`src/hw/rtl/kbrq_pkg.sv`:
```
// Package: shared types and constants of the key binding repeat qualifier
package kbrq_pkg;

  localparam int TIME_W  = 20;
  localparam int TIMER_W = 32;
  localparam int INDEX_W = 3;

  localparam logic [TIME_W-1:0] REPEAT_INTERVAL_RESET = 20'd100000;
  localparam logic [TIME_W-1:0] INITIAL_PAUSE_RESET   = 20'd500000;

  typedef enum logic [INDEX_W-1:0] {
    REG_MODIFIER_RULE      = 3'd0,
    REG_TRIGGER_BOUND      = 3'd1,
    REG_HOLD_KEYS_USED     = 3'd2,
    REG_REPEAT_INTERVAL_US = 3'd3,
    REG_INITIAL_PAUSE_US   = 3'd4
  } cfg_reg_t;

  typedef struct packed {
    logic [7:0]        modifier_rule;
    logic              trigger_bound;
    logic [1:0]        hold_keys_used;
    logic [TIME_W-1:0] repeat_interval_us;
    logic [TIME_W-1:0] initial_pause_us;
  } cfg_t;

  typedef struct packed {
    logic active;
    logic holds_ok;
    logic down;
    logic pressed;
  } frame_ctrl_t;

endpackage

```
`src/hw/rtl/kbrq_cfg.sv`:
```
// Configuration register file of the key binding repeat qualifier
module kbrq_cfg (
  input  logic                              clk,
  input  logic                              rst,
  input  logic                              cfg_write,
  input  logic [kbrq_pkg::INDEX_W-1:0]      cfg_index,
  input  logic [kbrq_pkg::TIME_W-1:0]       cfg_data,
  output kbrq_pkg::cfg_t                    cfg
);

  kbrq_pkg::cfg_t regs;

  always_ff @(posedge clk) begin
    if (rst) begin
      regs.modifier_rule      <= '0;
      regs.trigger_bound      <= 1'b0;
      regs.hold_keys_used     <= '0;
      regs.repeat_interval_us <= kbrq_pkg::REPEAT_INTERVAL_RESET;
      regs.initial_pause_us   <= kbrq_pkg::INITIAL_PAUSE_RESET;
    end else if (cfg_write) begin
      unique case (kbrq_pkg::cfg_reg_t'(cfg_index))
        kbrq_pkg::REG_MODIFIER_RULE:      regs.modifier_rule      <= cfg_data[7:0];
        kbrq_pkg::REG_TRIGGER_BOUND:      regs.trigger_bound      <= cfg_data[0];
        kbrq_pkg::REG_HOLD_KEYS_USED:     regs.hold_keys_used     <= cfg_data[1:0];
        kbrq_pkg::REG_REPEAT_INTERVAL_US: regs.repeat_interval_us <= cfg_data;
        kbrq_pkg::REG_INITIAL_PAUSE_US:   regs.initial_pause_us   <= cfg_data;
        default: begin
        end
      endcase
    end
  end

  assign cfg = regs;

endmodule

```
`src/hw/rtl/kbrq_typematic.sv`:
```
// One typematic repeat channel: held flag, countdown timer and hit decision
module kbrq_typematic (
  input  logic                        clk,
  input  logic                        rst,
  input  kbrq_pkg::frame_ctrl_t       ctrl,
  input  logic [kbrq_pkg::TIME_W-1:0] elapsed_us,
  input  logic [kbrq_pkg::TIME_W-1:0] start_us,
  input  logic [kbrq_pkg::TIME_W-1:0] interval_us,
  output logic                        hit
);

  localparam int EXT_W = kbrq_pkg::TIMER_W - kbrq_pkg::TIME_W;

  logic                               held;
  logic                               held_next;
  logic signed [kbrq_pkg::TIMER_W-1:0] countdown;
  logic signed [kbrq_pkg::TIMER_W-1:0] countdown_next;
  logic signed [kbrq_pkg::TIMER_W-1:0] diff;
  logic signed [kbrq_pkg::TIMER_W-1:0] elapsed_ext;
  logic signed [kbrq_pkg::TIMER_W-1:0] interval_ext;
  logic signed [kbrq_pkg::TIMER_W-1:0] start_ext;

  assign elapsed_ext  = $signed({{EXT_W{1'b0}}, elapsed_us});
  assign interval_ext = $signed({{EXT_W{1'b0}}, interval_us});
  assign start_ext    = $signed({{EXT_W{1'b0}}, start_us});
  assign diff         = countdown - elapsed_ext;

  always_comb begin
    hit            = 1'b0;
    held_next      = held;
    countdown_next = countdown;
    if (ctrl.active) begin
      if (held) begin
        if (ctrl.holds_ok && ctrl.down) begin
          if (diff[kbrq_pkg::TIMER_W-1] || (diff == '0)) begin
            countdown_next = diff + interval_ext;
            hit            = 1'b1;
          end else begin
            countdown_next = diff;
          end
        end else begin
          held_next = 1'b0;
        end
      end else if (ctrl.holds_ok && ctrl.pressed) begin
        held_next      = 1'b1;
        countdown_next = start_ext;
        hit            = 1'b1;
      end
    end
  end

  always_ff @(posedge clk) begin
    if (rst) begin
      held      <= 1'b0;
      countdown <= '0;
    end else begin
      held      <= held_next;
      countdown <= countdown_next;
    end
  end

endmodule

```
`src/hw/rtl/key_binding_repeat_qualifier.sv`:
```
// Top level: key binding repeat qualifier, input register, flag logic, result register
// One word in is one frame, one word out is its five flags. A frame is taken
// into the input register, then qualified and timed as it moves on to the result
// register, and one frame is accepted per cycle while the output side keeps taking
// words. The timer update of both typematic channels in that step sets that rate.
// Configuration must be written only while no frame is in flight; the user is
// bound by this, and the block itself does not enforce it.
module key_binding_repeat_qualifier (
  input  logic                        clk,
  input  logic                        rst,
  input  logic                        cfg_write,
  input  logic [kbrq_pkg::INDEX_W-1:0] cfg_index,
  input  logic [kbrq_pkg::TIME_W-1:0] cfg_data,
  input  logic                        in_valid,
  output logic                        in_stall,
  input  logic [2:0]                  modifier_keys,
  input  logic                        trigger_down,
  input  logic [1:0]                  hold_keys_down,
  input  logic [kbrq_pkg::TIME_W-1:0] elapsed_us,
  output logic                        out_valid,
  input  logic                        out_stall,
  output logic                        once_hit,
  output logic                        hold_hit,
  output logic                        release_hit,
  output logic                        repeat_hit,
  output logic                        delay_hit
);

  kbrq_pkg::cfg_t        cfg;
  kbrq_pkg::frame_ctrl_t ctrl;

  logic                        s1_valid;
  logic [2:0]                  s1_mods;
  logic                        s1_down;
  logic [1:0]                  s1_holds;
  logic [kbrq_pkg::TIME_W-1:0] s1_elapsed;
  logic                        advance;
  logic                        trigger_was_down;
  logic [3:0]                  mod_mask;
  logic                        matched;
  logic                        holds_ok;
  logic                        rep_hit;
  logic                        dly_hit;

  kbrq_cfg u_cfg (
    .clk       (clk),
    .rst       (rst),
    .cfg_write (cfg_write),
    .cfg_index (cfg_index),
    .cfg_data  (cfg_data),
    .cfg       (cfg)
  );

  assign advance  = s1_valid && (!out_valid || !out_stall);
  assign in_stall = s1_valid && !advance;

  always_ff @(posedge clk) begin
    if (rst) begin
      s1_valid <= 1'b0;
    end else if (!in_stall) begin
      s1_valid <= in_valid;
    end
  end

  always_ff @(posedge clk) begin
    if (in_valid && !in_stall) begin
      s1_mods    <= modifier_keys;
      s1_down    <= trigger_down;
      s1_holds   <= hold_keys_down;
      s1_elapsed <= elapsed_us;
    end
  end

  assign mod_mask = ~cfg.modifier_rule[7:4];
  assign matched  = cfg.trigger_bound &&
                    ((cfg.modifier_rule[3:0] & mod_mask) == ({1'b0, s1_mods} & mod_mask));
  assign holds_ok = (s1_holds & cfg.hold_keys_used) == cfg.hold_keys_used;

  assign ctrl.active   = advance && matched;
  assign ctrl.holds_ok = holds_ok;
  assign ctrl.down     = s1_down;
  assign ctrl.pressed  = s1_down && !trigger_was_down;

  kbrq_typematic u_repeat (
    .clk         (clk),
    .rst         (rst),
    .ctrl        (ctrl),
    .elapsed_us  (s1_elapsed),
    .start_us    (cfg.repeat_interval_us),
    .interval_us (cfg.repeat_interval_us),
    .hit         (rep_hit)
  );

  kbrq_typematic u_delay (
    .clk         (clk),
    .rst         (rst),
    .ctrl        (ctrl),
    .elapsed_us  (s1_elapsed),
    .start_us    (cfg.initial_pause_us),
    .interval_us (cfg.repeat_interval_us),
    .hit         (dly_hit)
  );

  always_ff @(posedge clk) begin
    if (rst) begin
      trigger_was_down <= 1'b0;
      out_valid        <= 1'b0;
    end else begin
      if (advance) begin
        trigger_was_down <= s1_down;
        out_valid        <= 1'b1;
      end else if (!out_stall) begin
        out_valid <= 1'b0;
      end
    end
  end

  always_ff @(posedge clk) begin
    if (advance) begin
      once_hit    <= matched && holds_ok && ctrl.pressed;
      hold_hit    <= matched && holds_ok && s1_down;
      release_hit <= matched && (s1_down ? !holds_ok : trigger_was_down);
      repeat_hit  <= rep_hit;
      delay_hit   <= dly_hit;
    end
  end

endmodule

```
`config.mk`:
```
export PLATFORM = sky130hd
export DESIGN_NAME = key_binding_repeat_qualifier
export DESIGN_NICKNAME = d
export VERILOG_FILES = /design/src/hw/rtl/kbrq_pkg.sv /design/src/hw/rtl/kbrq_cfg.sv /design/src/hw/rtl/kbrq_typematic.sv /design/src/hw/rtl/key_binding_repeat_qualifier.sv
export SDC_FILE = /design/constraint.sdc
export NUM_CORES = 1
export LEC_CHECK = 0
export BUFFER_PORTS_ARGS = -buffer_cell sky130_fd_sc_hd__buf_2
export CORE_ASPECT_RATIO = 1.25
export CORE_MARGIN = 2
export CORE_UTILIZATION = 64
export CTS_BUF_LIST = sky130_fd_sc_hd__clkbuf_4
export DETAILED_ROUTE_END_ITERATION = 7
export GPL_TIMING_DRIVEN = 0
export PLACE_DENSITY_LB_ADDON = 0.2
export SKIP_CTS_REPAIR_TIMING = 1
export SYNTH_ARGS = -nofsm -noshare
export SYNTH_HDL_FRONTEND = slang
export SYNTH_SLANG_ARGS = --single-unit
```
`constraint.sdc`:
```
create_clock -name clk -period 6.1 [get_ports clk]
set_input_delay 0.61 -clock clk [delete_from_list [all_inputs] [get_ports clk]]
set_output_delay 0.61 -clock clk [all_outputs]
set_load 0.05 [all_outputs]
```
# Word level (Yosys, flattened, before mapping)

Cells that the tools add are included.

Bits in registers: 151
Input port bits: 54
Word-level logic and storage cells: 92
Output and inout port bits: 7

Add/subtract/negate cells: 4
Reductions and logical operators: 33
Eq/ne operators: 9
Mux-type cells: 21
Bitwise gates (word level): 4

Operators by type and width:

| kind               | number |
|---|---|
| $mux 32            | 8 |
| $add 32x21->32     | 2 |
| $logic_not 32->1   | 2 |
| $sub 32x21->32     | 2 |
| $mux 1             | 13 |
| $logic_and 1x1->1  | 12 |
| $reduce_and 2->1   | 5 |
| $eq 3x2->1 const B | 2 |
| $logic_not 1->1    | 6 |
| $reduce_and 3->1   | 2 |
| $and 3x4->4        | 1 |
| $and 4x4->4        | 1 |
| $eq 4x4->1         | 1 |
| $ne 2x1->1 const B | 2 |
| $not 4->4          | 1 |
| $reduce_bool 2->1  | 2 |
| $eq 3x1->1 const B | 1 |
| $eq 3x3->1 const B | 1 |
| $logic_not 3->1    | 1 |
| $logic_or 1x1->1   | 3 |
| $and 2x2->2        | 1 |
| $eq 2x2->1         | 1 |
| $ne 2x2->1 const B | 1 |

# Logic depth before layout (Yosys ltp)

Gate-level depths: netlist of run 1.

Word-level depth: 7
Depth in mapped cells: 23
Depth with buffers taken out: 23

# Cells and area by module

From an unflattened synthesis of run 1, not the netlist that was laid out.

Cell total of the unflattened synthesis: 1557
Area, all modules: 12670.9 sq um

Modules (own cells, without submodules):

| module                       | seq. area each (sq um) | area each (sq um) | cells each | times used |
|---|---|---|---|---|
| kbrq_typematic at u_delay    | 660.6                  | 4798.4            | 666        | 1 |
| kbrq_typematic at u_repeat   | 660.6                  | 4586.9            | 627        | 1 |
| kbrq_cfg                     | 1021.0                 | 2108.3            | 202        | 1 |
| key_binding_repeat_qualifier | 991.0                  | 1177.4            | 62         | 1 |

# Worst setup path after synthesis of run 1

Ideal clock, no wire load.

Path type: register to register
From: reg s1_elapsed[0] (netlist bit)
To: reg u_repeat.countdown[31] (netlist bit)
Setup slack: 1.435 ns
Path buffers: 0
Setup time: 0.117 ns
Arrival: 4.548 ns
Required time: 5.983 ns
Clock period less this slack: 4.665 ns
Stages on the path, launching flop included: 21
Cells stage by stage: edfxtp_1 -> ha_1 -> inv_1 -> fa_1 -> a21o_1 -> a221oi_2 -> o21ai_1 -> a21boi_0 -> mux2i_1 -> a211oi_1 -> ha_1 -> o21a_1 -> o21a_1 -> o21ai_0 -> o31ai_1 -> nand3_1 -> o21ai_0 -> nor3b_1 -> and4_1 -> nand3_1 -> a32o_1

Word-level cells in the longest chain between the ends: 6
Elaborated cells on any way between the ends: 7

Ends and longest elaborated chain:

| element                                                                | line                               | source |
|---|---|---|
| start, declared                                                        | key_binding_repeat_qualifier.sv:36 | `logic [kbrq_pkg::TIME_W-1:0] s1_elapsed;` |
| start signal, assigned                                                 | key_binding_repeat_qualifier.sv:70 | `s1_elapsed <= elapsed_us;` |
| $sub 32x21->32 *                                                       | kbrq_typematic.sv:26               | `assign diff = countdown - elapsed_ext;` |
| parallel branches: the longest is 2 deep, another holds $add 32x21->32 | --                                 |  |
| $mux 32 *                                                              | kbrq_typematic.sv:35               | `if (diff[kbrq_pkg::TIMER_W-1] \|\| (diff == '0)) begin` |
| $mux 32 *                                                              | kbrq_typematic.sv:34               | `if (ctrl.holds_ok && ctrl.down) begin` |
| $mux 32 *                                                              | kbrq_typematic.sv:33               | `if (held) begin` |
| end signal, assigned                                                   | kbrq_typematic.sv:58               | `countdown <= countdown_next;` |
| end, declared                                                          | kbrq_typematic.sv:16               | `logic signed [kbrq_pkg::TIMER_W-1:0] countdown;` |

Mark *: on every way between the ends. The select of a mux whose other input is x is not followed.
A chain may end at the register's enable or synchronous reset.

# Final worst setup path of run 1

Same ends and word-level chain as after synthesis.

==> results.sh, run 1 <==
export IMPL_crit_required_ns=6.60
export IMPL_synth_edf_count=31
export IMPL_hpwl_um=25430
export IMPL_grt_pass1_wl_um=50730
export IMPL_start_util_pct=64.55
export IMPL_htreeDepth=4
export IMPL_crit_arrival_ns=6.05
export IMPL_syn_num_nets=1557
export IMPL_root_buffer="clkbuf_4"
export IMPL_synthXorXnorAreaFrac_pct=8.551
export IMPL_relSlewSlack_pct=31.63
export IMPL_vias=10750
export IMPL_wire_per_inst_um=18.62
export IMPL_viasPerCell=6.222
export IMPL_yosysTopAreaCellShare_pct=21.52
export IMPL_synth_mux_area_share_pct=1.076
export IMPL_chipWidth_um=122.1
export IMPL_die_y_um=151.7
export IMPL_ys_types=83
export IMPL_fmax_ghz=0.1800
export IMPL_finalCritPeriodShare_pct=91.07
export IMPL_synth_compound_area_share_pct=23.99
export IMPL_setup_viol=0
export IMPL_r2r_start="s1_elapsed[0]"
export IMPL_grt_setup_unrepaired="no"
export IMPL_syn_inst=1411
export IMPL_wl_um=32180
export IMPL_r2r_setup_slack_ns=0.54
export IMPL_drt_iter0_drc=895
export IMPL_p_leak_nw=5.276
export IMPL_power_density_nw_per_um2=174.6
export IMPL_synthSimpleGateAreaFrac_pct=21.35
export IMPL_yosys_top_cells_count="nand2_1 (217), a21oi_1 (131), dfxtp_1 (120), nor2_1 (102), ha_1 (88)"
export IMPL_postRouteAntennaNets=0
export IMPL_maxCapViolations=0
export IMPL_synth_most_common_cell="nand2_1"
export IMPL_drive_above_1_share_pct=8.250
export IMPL_yosys_most_used_dff="dfxtp_1"
export IMPL_grt_max_degree=27
export IMPL_crit_fanout=5
export IMPL_status="complete, no violations"
export IMPL_boundaryPins=61
export IMPL_clk_latency_ns=0.61
export IMPL_cts_tree="built"
export IMPL_grt_pass1_vias=10030
export IMPL_finalHoldViolCount=0
export IMPL_drcViolationCount=0
export IMPL_yosysTopAreaCell="dfxtp_1"
export IMPL_tightest_slew_ns=1.016
export IMPL_track_usage_pct=35.28
export IMPL_slew_viol_final=0
export IMPL_synth_adder_area_share_pct=10.58
export IMPL_fin_nets=1636
export IMPL_yosysSeqAreaShare_pct=29.86
export IMPL_ys_ff_latch=151
export IMPL_area_delta_synth_final_pct=8.293
export IMPL_antenna_found_initial=1
export IMPL_crit_type="reg2reg"
export IMPL_synth_top_family_by_area="compound AO/OA/AOI/OAI gates"
export IMPL_path_clk_slew_ns=0.18
export IMPL_synth_area_per_cell_um2=7.912
export IMPL_clock_skew_ns=0.03771
export IMPL_placed_area_um2=11750
export IMPL_min_delay_start="modifier_keys[1]"
export IMPL_syn_area_um2=11160
export IMPL_numCtsBuffers=17
export IMPL_clockBufferDepth=2
export IMPL_n_fill_cell=1503
export IMPL_final_area_um2=12090
export IMPL_fin_setup_tns_ns=0
export IMPL_crit_start="s1_elapsed[0]"
export IMPL_die_area_um2=18520
export IMPL_synthTopCellsByArea="dfxtp_1 (22%), ha_1 (9.9%), edfxtp_1 (8.3%)"
export IMPL_place_congestion=0.9919
export IMPL_clock_sinks=151
export IMPL_startpoint_type="register"
export IMPL_endpoint_kind="register"
export IMPL_row_count=54
export IMPL_first_pass_iters=8
export IMPL_hp_class="in2reg"
export IMPL_core_um2=17300
export IMPL_io_buffer_count=60
export IMPL_yosys_warnings=0
export IMPL_synthArstFlopShare_pct=0
export IMPL_ir_worst_vdd_uv=141.3
export IMPL_min_period_ns=5.555
export IMPL_grt_remaining_overflow=0
-- worst paths after layout --
check	to	cells past startpoint
worst max-delay path	u_repeat.countdown[31]	20
worst min-delay path	s1_mods[1]	1
worst max register to register	u_repeat.countdown[31]	20
worst min register to register	u_delay.countdown[15]	2
-- cell type report --
cell class	count	area [µm²]	share of cell area, %
Multi-Input combinational cell	1126	7335	60.66
Sequential cell	151	3333	27.57
Timing Repair Buffer	60	300.3	2.484
Inverter	78	292.8	2.422
Tap cell	224	280.3	2.318
Buffer	56	220.2	1.821
Clock inverter	15	198.9	1.645
Clock buffer	17	127.6	1.056
Antenna cell	1	2.502	0.02070
-- metrics by stage --
stage / util (%) / setup slack [ns] / total power, mW / std cells / hold slack [ns]
floorplan: - / 1.435 / 1.336 / 1411 / 0.4197
global placement: 67.90 / 0.3067 / 1.425 / 1695 / 0.4333
detailed placement: 67.95 / 0.2733 / 1.433 / 1695 / 0.4374
CTS: 69.84 / 0.2029 / 2.107 / 1727 / 0.1420
global route: 69.90 / 0.1457 / 2.186 / 1728 / 0.1377
finish: 69.90 / 0.5447 / 2.111 / 1728 / 0.1538
-- metal layers --
metal  vias to the layer above  wire length, µm  global-route usage [%]
met5                         -                0                       0
met4                         0             1441                   17.53
met3                        97             1921                   4.304
met2                       440            15110                   59.80
met1                      4975            13700                   44.27
li1                       5240                -                       -
-- critical path, cell delays in order (launching register included) --
cell and delay (ns):
edfxtp_1 0.42, ha_1 0.20, inv_1 0.07, fa_1 0.44
a21o_1 0.21, a221oi_2 0.36, o21ai_1 0.24, a21boi_2 0.31
mux2i_1 0.13, a211oi_1 0.48, ha_1 0.30, o21a_1 0.15
o21a_1 0.10, o21ai_0 0.11, o31ai_2 0.38, nand3_1 0.14
o21ai_0 0.35, nor3b_1 0.38, and4_1 0.27, nand3_1 0.12
a32o_1 0.31
-- placed cells by master (no fill, tap or decap), drive strengths merged, types with 62 or more instances in the layout --
cell type,count
clkbuf,62
nor2,102
o21ai,78
dfxtp,120
nand2,217
xnor2,69
a21oi,132
ha,88
inv,86
buf,71
-- registers in the layout, indices dropped and copies added (netlist names) --
name / cells
u_repeat.held: 1
u_delay.countdown: 32
s1_holds: 2
out_valid: 1
delay_hit: 1
u_repeat.countdown: 32
u_cfg.cfg: 51
s1_valid: 1
trigger_was_down: 1
hold_hit: 1
repeat_hit: 1
s1_down: 1
s1_mods: 3
s1_elapsed: 20
release_hit: 1
once_hit: 1
u_delay.held: 1
-- where the power goes --
group,internal [mW],total (mW),switching (mW),leakage (nW)
registers,1.04,1.06,0.0149,1.27
clock network,0.203,0.688,0.485,0.170
logic,0.142,0.367,0.224,3.84
total,1.39,2.11,0.724,5.28
-- logic make-up after synthesis --
logic type | Yosys count
buffers and inverters | 134
multiplexers | 12
AND/OR/NAND/NOR | 505
flip-flops | 151
adder cells (fa/ha/maj) | 92
AO/OA/AOI/OAI | 408
XOR/XNOR | 109
(Power assumes the default switching activity.)
==> run 2: changes to the inputs <==
--- a/config.mk
+++ b/config.mk
@@ -13,6 +13,7 @@
 export DETAILED_ROUTE_END_ITERATION = 7
 export GPL_TIMING_DRIVEN = 0
 export PLACE_DENSITY_LB_ADDON = 0.2
+export REMOVE_ABC_BUFFERS = 1
 export SKIP_CTS_REPAIR_TIMING = 1
 export SYNTH_ARGS = -nofsm -noshare
 export SYNTH_HDL_FRONTEND = slang
==> run 2 against run 1 <==
  * Clock power decreased by 6.0%
  * Clock-buffer cell count unchanged
  * Worst hold slack improved by 0.036 ns
  * Critical endpoint unchanged
  * Largest power group unchanged
  * Critical path depth unchanged
  * Routed wire length decreased by 5.8%
  * Global-route usage decreased by 2.7 points
  * Via count decreased by 2.4%
  * Die area unchanged
  * Total power decreased by 2.3%
  * Design area decreased by 1.7%
  * Combinational power decreased by 2%
==> results.sh, run 2 (synthesis gave the netlist of run 1 again) <==
export IMPL_row_count=54
export IMPL_io_buffer_count=60
export IMPL_cts_tree="built"
export IMPL_first_pass_iters=6
export IMPL_viasPerCell=6.263
export IMPL_seqPwrFrac_pct=51.2
export IMPL_grt_max_degree=84
export IMPL_switching_share_pct=31.86
export IMPL_whs_ns=0.1899
export IMPL_clock_sinks=151
export IMPL_cpPeakStageDelay_ns=0.47
export IMPL_endpoint_kind="register"
export IMPL_intPower_mw=1.405
export IMPL_slew_viol_final=0
export IMPL_crit_fanout=5
export IMPL_crit_arrival_ns=6.21
export IMPL_p_comb_share_pct=17.4
export IMPL_fmax_ghz=0.1743
export IMPL_boundaryPins=61
export IMPL_clk_latency_ns=0.58
export IMPL_relSlewSlack_pct=10.94
export IMPL_layout_cells_non_filler=1675
export IMPL_final_area_um2=11880
export IMPL_fin_nets=1583
export IMPL_numCtsBuffers=17
export IMPL_crit_required_ns=6.57
export IMPL_r2r_end="u_repeat.countdown[31]"
export IMPL_drcViolationCount=0
export IMPL_wl_um=30310
export IMPL_start_util_pct=64.55
export IMPL_grt_remaining_overflow=0
export IMPL_startpoint_type="register"
export IMPL_p_leak_nw=5.203
export IMPL_reg2regPathDepth=20
export IMPL_largest_reg_flops=51
export IMPL_min_delay_start="modifier_keys[1]"
export IMPL_crit_chain="ha_1 > inv_1 > fa_1 > a21o_1 > a221oi_2 > o21ai_1 > a21boi_1 > mux2i_1 > a211oi_1 > ha_1 > o21a_1 > o21a_1 > o21ai_0 > o31ai_2 > nand3_1 > o21ai_0 > nor3b_1 > and4_1 > nand3_1 > a32o_1"
export IMPL_grt_setup_unrepaired="no"
export IMPL_cp_slowest_cell="o21ai_0"
export IMPL_crit_type="reg2reg"
export IMPL_layout_setup_ws_ns=0.3617
export IMPL_drt_iter0_drc=790
export IMPL_postRouteAntennaNets=0
export IMPL_final_cell_mix="nand2_1 (217), a21oi_1 (131), dfxtp_1 (119), nor2_1 (100), ha_1 (88)"
export IMPL_path_clk_slew_ns=0.16
export IMPL_area_delta_synth_final_pct=6.399
export IMPL_hp_class="in2reg"
export IMPL_grt_pass1_wl_um=47310
export IMPL_min_period_ns=5.738
export IMPL_power_density_nw_per_um2=173.6
export IMPL_tightest_slew_ns=1.336
export IMPL_dp_cells=1642
export IMPL_maxCapViolations=0
export IMPL_min_to="s1_mods[1]"
export IMPL_die_y_um=151.7
export IMPL_holdPathStages=1
export IMPL_final_common_cell="nand2_1"
export IMPL_ir_worst_vdd_uv=152.9
export IMPL_die_area_um2=18520
export IMPL_dp_slack_ns=0.3005
export IMPL_placed_area_um2=11580
export IMPL_drive_above_1_share_pct=8.483
export IMPL_setup_viol=0
export IMPL_finalHoldViolCount=0
export IMPL_r2r_start="s1_elapsed[0]"
export IMPL_finalPower_mw=2.062
export IMPL_place_congestion=0.9686
export IMPL_chipWidth_um=122.1
export IMPL_root_buffer="clkbuf_4"
export IMPL_wire_per_inst_um=18.10
export IMPL_clock_skew_ns=0.02477
export IMPL_finalCritPeriodShare_pct=94.07
export IMPL_hpwl_um=23320
export IMPL_status="complete, no violations"
export IMPL_core_um2=17300
export IMPL_vias=10490
export IMPL_p_clk_share_pct=31.4
export IMPL_clockBufferDepth=2
export IMPL_final_util_pct=68.68
export IMPL_p_switching_mw=0.6572
export IMPL_r2r_setup_slack_ns=0.36
export IMPL_track_usage_pct=32.63
export IMPL_antenna_found_initial=1
export IMPL_htreeDepth=4
export IMPL_grt_pass1_vias=9502
export IMPL_fin_setup_tns_ns=0
run 2: cell types whose count changed in the layout (fill, tap and decap cells not counted), moves of 2 or more:
cell / previous run / this run
clkbuf_1: 45 / 0
buf_2: 65 / 59
clkinv_8: 7 / 1
buf_1: 5 / 0
buf_8: 0 / 2
nor2_1: 102 / 100
nor2_2: 0 / 2
run 2: worst max-delay path, delay by kind of cell (launching register included):
kind | cells | cell delay, ns
DFF | 1 | 0.44
AOI/OAI and AO/OA | 11 | 3.09
adders and majority gates | 3 | 0.93
and+or+nand+nor | 4 | 1.00
muxes | 1 | 0.13
buffers and inverters | 1 | 0.06
run 2: layer usage:
layer  vias to the layer above  wire (µm)  global-route usage [%]
met4                         0       1783                   18.05
met5                         -          0                       0
met2                       352      14800                   56.51
met3                       114       1225                   3.967
li1                       5113          -                       -
met1                      4911      12500                   39.20
run 2: power by group through the flow:
stage	sequential, mW	combinational [mW]	clock [mW]
after global placement	1.08	0.342	0
after global routing	1.06	0.397	0.689
after detailed placement	1.08	0.351	0
final	1.06	0.359	0.647
after CTS	1.06	0.354	0.654
after floorplan	1.08	0.249	0
run 2: cell type report:
cell class / count / area, µm²
Tap cell: 224 / 280.3
Antenna cell: 1 / 2.502
Multi-Input combinational cell: 1126 / 7338
Timing Repair Buffer: 63 / 344.1
Sequential cell: 151 / 3334
Clock buffer: 17 / 127.6
Inverter: 78 / 292.8
Clock inverter: 15 / 158.9
Fill cell: 1527 / 5418
run 2: worst max path at each step:
stage	start	cells past startpoint	to	slack, ns
after floorplan	s1_elapsed[0]	20	u_repeat.countdown[31]	1.44
after global placement	s1_elapsed[0]	20	u_repeat.countdown[31]	0.35
after detailed placement	s1_elapsed[0]	20	u_repeat.countdown[31]	0.30
after CTS	s1_elapsed[0]	20	u_repeat.countdown[31]	0.22
after global routing	s1_elapsed[0]	20	u_repeat.countdown[31]	0.13
final	s1_elapsed[0]	20	u_repeat.countdown[31]	0.36
